==> config.mk <==
export PLATFORM = sky130hd
export DESIGN_NAME = ossr_ctrl
export DESIGN_NICKNAME = d
export VERILOG_FILES = /design/src/hw/rtl/ossr_pkg.sv /design/src/hw/rtl/ossr_ctrl.sv
export SDC_FILE = /design/constraint.sdc
export NUM_CORES = 1
export LEC_CHECK = 0
export BUFFER_PORTS_ARGS = -buffer_cell sky130_fd_sc_hd__buf_2
export CAP_MARGIN = 5
export CORE_AREA = 3 3 40 42
export DETAILED_ROUTE_END_ITERATION = 10
export DIE_AREA = 0 0 43 45
export GPL_ROUTABILITY_DRIVEN = 0
export HOLD_SLACK_MARGIN = 0.1
export MAX_ROUTING_LAYER = met4
export SETUP_SLACK_MARGIN = 0.02
export SLEW_MARGIN = 20
export SYNTH_ARGS = -nofsm -noshare
export SYNTH_HDL_FRONTEND = slang
export SYNTH_SLANG_ARGS = --single-unit
==> constraint.sdc <==
create_clock -name clk_i -period 2.05 [get_ports clk_i]
set_input_delay 0.3075 -clock clk_i [delete_from_list [all_inputs] [get_ports clk_i]]
set_output_delay 0.3075 -clock clk_i [all_outputs]
set_load 0.05 [all_outputs]
==> src/hw/rtl/ossr_pkg.sv <==
`timescale 1ns / 1ps

package ossr_pkg;

  // Field widths fixed by the interface
  localparam int unsigned NSLOT_W = 11;
  localparam int unsigned RANK_W  = 10;
  localparam int unsigned APB_DW  = 32;
  localparam int unsigned APB_AW  = 3;

  // Default tree size and register defaults
  localparam int unsigned MAX_SLOTS_DEF = 1024;
  localparam logic [NSLOT_W-1:0] N_SLOTS_RST = 11'd1024;

  // Register index (byte address 4*i, index sits in paddr[2])
  localparam logic REG_N_SLOTS = 1'b0;

  // Request codes
  localparam logic REQ_RESTART = 1'b0;
  localparam logic REQ_TAKE    = 1'b1;

  // Controller -> datapath commands
  typedef struct packed {
    logic capture;     // latch request, precompute error and wanted rank
    logic sweep_step;  // write one restart node value, advance index
    logic desc_read;   // read the node at pos + step
    logic desc_cmp;    // descend decision on the read node count
    logic rem_start;   // start the removal walk at pos + 1
    logic rem_read;    // read the node at the walk index
    logic rem_write;   // write back count - 1, advance by low bit
    logic load_result; // load the output register
  } cmd_t;

  // Datapath -> controller status
  typedef struct packed {
    logic req_take;   // captured request is a take
    logic rank_err;   // captured take rank is out of range
    logic sweep_last; // sweep index is at the last node
    logic step_last;  // descent step is one
    logic rem_last;   // next removal index is beyond the tree
    logic out_busy;   // output register holds a word not yet taken
  } sts_t;

endpackage

==> src/hw/rtl/ossr_ctrl.sv <==
`timescale 1ns / 1ps

module ossr_ctrl (
  input  logic           clk_i,
  input  logic           rst_ni,
  input  logic           in_valid_i,
  output logic           in_ready_o,
  input  ossr_pkg::sts_t sts_i,
  output ossr_pkg::cmd_t cmd_o
);

  localparam logic [2:0] ST_IDLE  = 3'd0;
  localparam logic [2:0] ST_SWEEP = 3'd1;
  localparam logic [2:0] ST_D_RD  = 3'd2;
  localparam logic [2:0] ST_D_CMP = 3'd3;
  localparam logic [2:0] ST_R_BEG = 3'd4;
  localparam logic [2:0] ST_R_RD  = 3'd5;
  localparam logic [2:0] ST_R_WR  = 3'd6;
  localparam logic [2:0] ST_FIN   = 3'd7;

  logic [2:0] state_q, state_d;
  logic       accept;

  assign in_ready_o = (state_q == ST_IDLE);
  assign accept     = in_valid_i && in_ready_o;

  // Next state and commands
  always_comb begin
    state_d = state_q;
    cmd_o   = '0;
    unique case (state_q)
      ST_IDLE: begin
        if (accept) begin
          cmd_o.capture = 1'b1;
          state_d       = ST_D_RD;
        end
      end
      ST_D_RD: begin
        // entered after capture and after each descent compare: route by the latched request
        if (!sts_i.req_take) begin
          state_d = ST_SWEEP;
        end else if (sts_i.rank_err) begin
          state_d = ST_FIN;
        end else begin
          cmd_o.desc_read = 1'b1;
          state_d         = ST_D_CMP;
        end
      end
      ST_SWEEP: begin
        cmd_o.sweep_step = 1'b1;
        if (sts_i.sweep_last) begin
          state_d = ST_FIN;
        end
      end
      ST_D_CMP: begin
        cmd_o.desc_cmp = 1'b1;
        if (sts_i.step_last) begin
          state_d = ST_R_BEG;
        end else begin
          state_d = ST_D_RD;
        end
      end
      ST_R_BEG: begin
        cmd_o.rem_start = 1'b1;
        state_d         = ST_R_RD;
      end
      ST_R_RD: begin
        cmd_o.rem_read = 1'b1;
        state_d        = ST_R_WR;
      end
      ST_R_WR: begin
        cmd_o.rem_write = 1'b1;
        if (sts_i.rem_last) begin
          state_d = ST_FIN;
        end else begin
          state_d = ST_R_RD;
        end
      end
      ST_FIN: begin
        if (!sts_i.out_busy) begin
          cmd_o.load_result = 1'b1;
          state_d           = ST_IDLE;
        end
      end
      default: begin
        state_d = ST_IDLE;
      end
    endcase
  end

  always_ff @(posedge clk_i or negedge rst_ni) begin
    if (!rst_ni) begin
      state_q <= ST_IDLE;
    end else begin
      state_q <= state_d;
    end
  end

endmodule

Yosys cells after proc, flatten, opt, wreduce, memory -nomap -nowiden
Cells that the tools add are included.
{ "op_classes": {"n_eq_ne": 10, "n_mux": 20, "n_reduce_logical": 3} }
{ "ops": {"columns": ["op", "n"], "rows": [
  ["$pmux W3 S8", 1],
  ["$mux W3", 6],
  ["$eq A3 B3 Y1 const B", 4],
  ["$mux W1", 12],
  ["$eq A3 B2 Y1 const B", 2],
  ["$ne A2 B2 Y1 const B", 2],
  ["$eq A3 B1 Y1 const B", 1],
  ["$logic_not A3 Y1", 1],
  ["$reduce_and A3 Y1", 1],
  ["$mux W2", 1],
  ["$ne A2 B1 Y1 const B", 1],
  ["$logic_and A1 B1 Y1", 1]
]} }
{ "totals": {"register_bits": 3, "out_inout_bits": 9, "wordCells": 34} }

Depth between registers and ports, before layout
{ "logic_depth": {"word_depth": 4, "depth_mapped": 4} }

Worst setup path before layout
Ideal clock, no wire load.
{ "synth_path": {"path_kind": "reg-to-output", "start": "register state_q[0]", "end": "output port cmd_o[5] (netlist bit)", "arrival_time_ps": 2282, "slack_ps": -540, "path_stages_with_launch": 4, "n_path_buf": 1, "path_cell_list": "dfrtp_1 > buf_6 > nand2b_1 > nor4b_1"} }
{ "synth_lines": {"columns": ["item", "line", "text"], "rows": [
  ["from (decl)", "ossr_ctrl.sv:21", "logic [2:0] state_q, state_d;"],
  ["from (signal assigned)", "ossr_ctrl.sv:95", "state_q <= state_d;"],
  ["to (decl)", "ossr_ctrl.sv:9", "output ossr_pkg::cmd_t cmd_o"]
]} }

==> run summary <==
Starting Density - 23.6%
Final TNS setup - 0 ns
number of synthesized flops with an enable pin - 0
main flop type after synthesis - dfrtp_1
minimum clock period - 1.83 ns
FMAX - 547 MHz
Slew @ Worst Pin - 0.481 ns
Ports - 18
CTS tree - done
storage element area - 75.1 um^2
CORE AREA - 1280 um^2
Clock Tree Buf Depth - 2
CP top delay family - flip-flops
Post-CTS Setup Bufs - 0
area share of the largest cell type after synthesis - 24.8%
RSZ-0062 raised after global routing - false
Hold/Removal Path Class - in -> reg
All-Layer GR Usage - 9.39%
max-slew violation count - 0
Hold Fails Final Rpt - 0
# nets final - 64
Clock Latency Late Sink - 0.24 ns
worst path bufs/invs - 1
Synth async-reset ratio - 100%
via density per instance - 4.64
multi-input logic area - 210 um^2
DIE AREA - 1940 um^2
Seq cells post-synth - 3
crit path launch type - flip-flop
Synth cell types - 24
final core utilization - 34.0%
global-route wire length before repair - 1280 um
Setup-failing EPs final - 0
largest area contributor in the netlist - dfrtp_1
WL/cell - 11.1 um
synth-to-layout area growth - 44.2%
Most flops, register - state_q
Mean Syn Cell Area - 8.65 um^2
CP cell instances - or2b_1 > nor2_1 > buf_2
vias in the first global route - 316
largest net degree at the start of global routing - 15
max cap viols - 0
H-tree levels - 1
status - finished, final reports clean
maximum vdd drop - 0.000785 V
worst relative slew slack - 68.0%
Die Width - 43 um
DR iter-0 viols - 0
DRC - 0
number of flip-flops under the largest register name - 3
1st-pass router iterations - 1
clk_skew - 0.00554 ns
Synth Instances - 35
top cells by area, synth - dfrtp_1 (25%), a2111oi_4 (9.1%), and3_2 (5.0%)
Mapped Area - 303 um^2
top flop regs - state_q: 3 flops
leakage - 0.000218 uW
antenna diode count - 0
grt ovf - 0
standard-cell rows - 13
post-synthesis sequential area ratio - 24.8%
crit-path max FO - 13
Req. time, crit path - 1.74 ns
CP max-delay cell - dfrtp_1
Mapped Nets - 44
IO buf count - 17
CP Capture Type - output pin
fraction of layout cells with a size suffix above 1 - 55.6%
TritonCTS Buffers - 3
CTS root buf - clkbuf_4
Vias - 320
Post-Route WL - 764 um
count of yosys warnings during synthesis - 0
clk sinks - 3
fin crit share - 89.1%
initial antenna violation count - 0
worst path arrival time - 1.52 ns
die height - 45 um
max incr delay on CP - 0.57 ns
WS Path Type - reg -> out
clk slew on worst S/H paths - 0.04 ns
PD cells - 1850 nW/um^2
antenna-violating nets left - 0
DP Wirelength - 605 um
Fill cells - 137
## worst register-to-register path, cell delays in order, from the launching register on
cell       delay (ns)
dfrtp_1          0.51
and2_2           0.26
a2111oi_4        0.37
o32ai_1          0.14
## kinds of logic after synthesis
family / after synthesis / share of synthesized area, %
flip-flops: 3 / 24.8
AO/OA/AOI/OAI: 8 / 27.7
multiplexers: 1 / 3.72
buffers and inverters: 6 / 11.6
AND/OR/NAND/NOR: 17 / 32.2
## power breakdown
group	switching (uW)	internal [uW]
registers	116	90.2
clock network	33.0	73.1
logic	320	177
total	469	340
## stage by stage
step / power [uW] / cells / hold WS (ns) / cell area, um^2 / setup WS, ns
final: 809 / 69 / 0.359 / 437 / 0.223
after detailed placement: 706 / 64 / 0.106 / 400 / 0.479
after global placement: 707 / 64 / 0.105 / 400 / 0.474
after global routing: 873 / 69 / 0.377 / 437 / 0.0832
after floorplan: 642 / 35 / 0.0119 / 320 / 0.0146
after CTS: 819 / 69 / 0.352 / 437 / 0.219
## area by class of cell
class / count / area share, %
Sequential cell: 3 / 17.2
Tap cell: 15 / 4.30
Inverter: 3 / 2.58
Clock buffer: 4 / 6.02
Timing Repair Buffer: 18 / 21.8
Multi-Input combinational cell: 26 / 48.1
## cell usage in the layout, fill, tap and decap left out, drive strengths merged, types with 2 or more instances in the layout
cell / synthesis / routed
nor3: 2 / 2
and3: 2 / 2
dfrtp: 3 / 3
and2: 2 / 2
clkbuf: 0 / 4
nor2: 3 / 3
nand2: 2 / 2
nand3: 2 / 2
buf: 3 / 17
or2b: 2 / 2
inv: 3 / 3
a21oi: 3 / 3
## synthesized netlist by cell type (all sizes together), types with 2 or more instances
library cell,n
inv,3
or2b,2
nand2,2
a21oi,3
buf,3
and3,2
nor2,3
dfrtp,3
nor3,2
and2,2
nand3,2
## repair_timing
action	4_1_cts	5_1_grt
hold buffers	1	0
gates resized for setup	0	0
hold endpoints to repair	3	0
## final timing paths
kind,startpoint,endpoint,slack [ns],cells after the start
worst max-delay path,state_q[0]$_DFFE_PN0P_,cmd_o[6],0.22,3
worst min-delay path,sts_i[0],state_q[2]$_DFFE_PN0P_,0.36,3
worst max register to register,state_q[0]$_DFFE_PN0P_,state_q[2]$_DFFE_PN0P_,0.64,3
worst min register to register,state_q[2]$_DFFE_PN0P_,state_q[1]$_DFFE_PN0P_,0.77,2
max in group asynchronous,rst_ni,state_q[1]$_DFFE_PN0P_,1.54,2
min in group asynchronous,rst_ni,state_q[0]$_DFFE_PN0P_,0.39,2
## routing by layer
metal	up-vias	part of all wire [%]	routed length [um]	GRT usage [%]
met2	12	47	357	12.6
met5	-	0	0	-
li1	163	-	-	-
met3	0	8.5	65	5.18
met4	0	0	0	5.42
met1	145	45	341	11.0
Note: power is estimated with default switching activity, not from simulation.
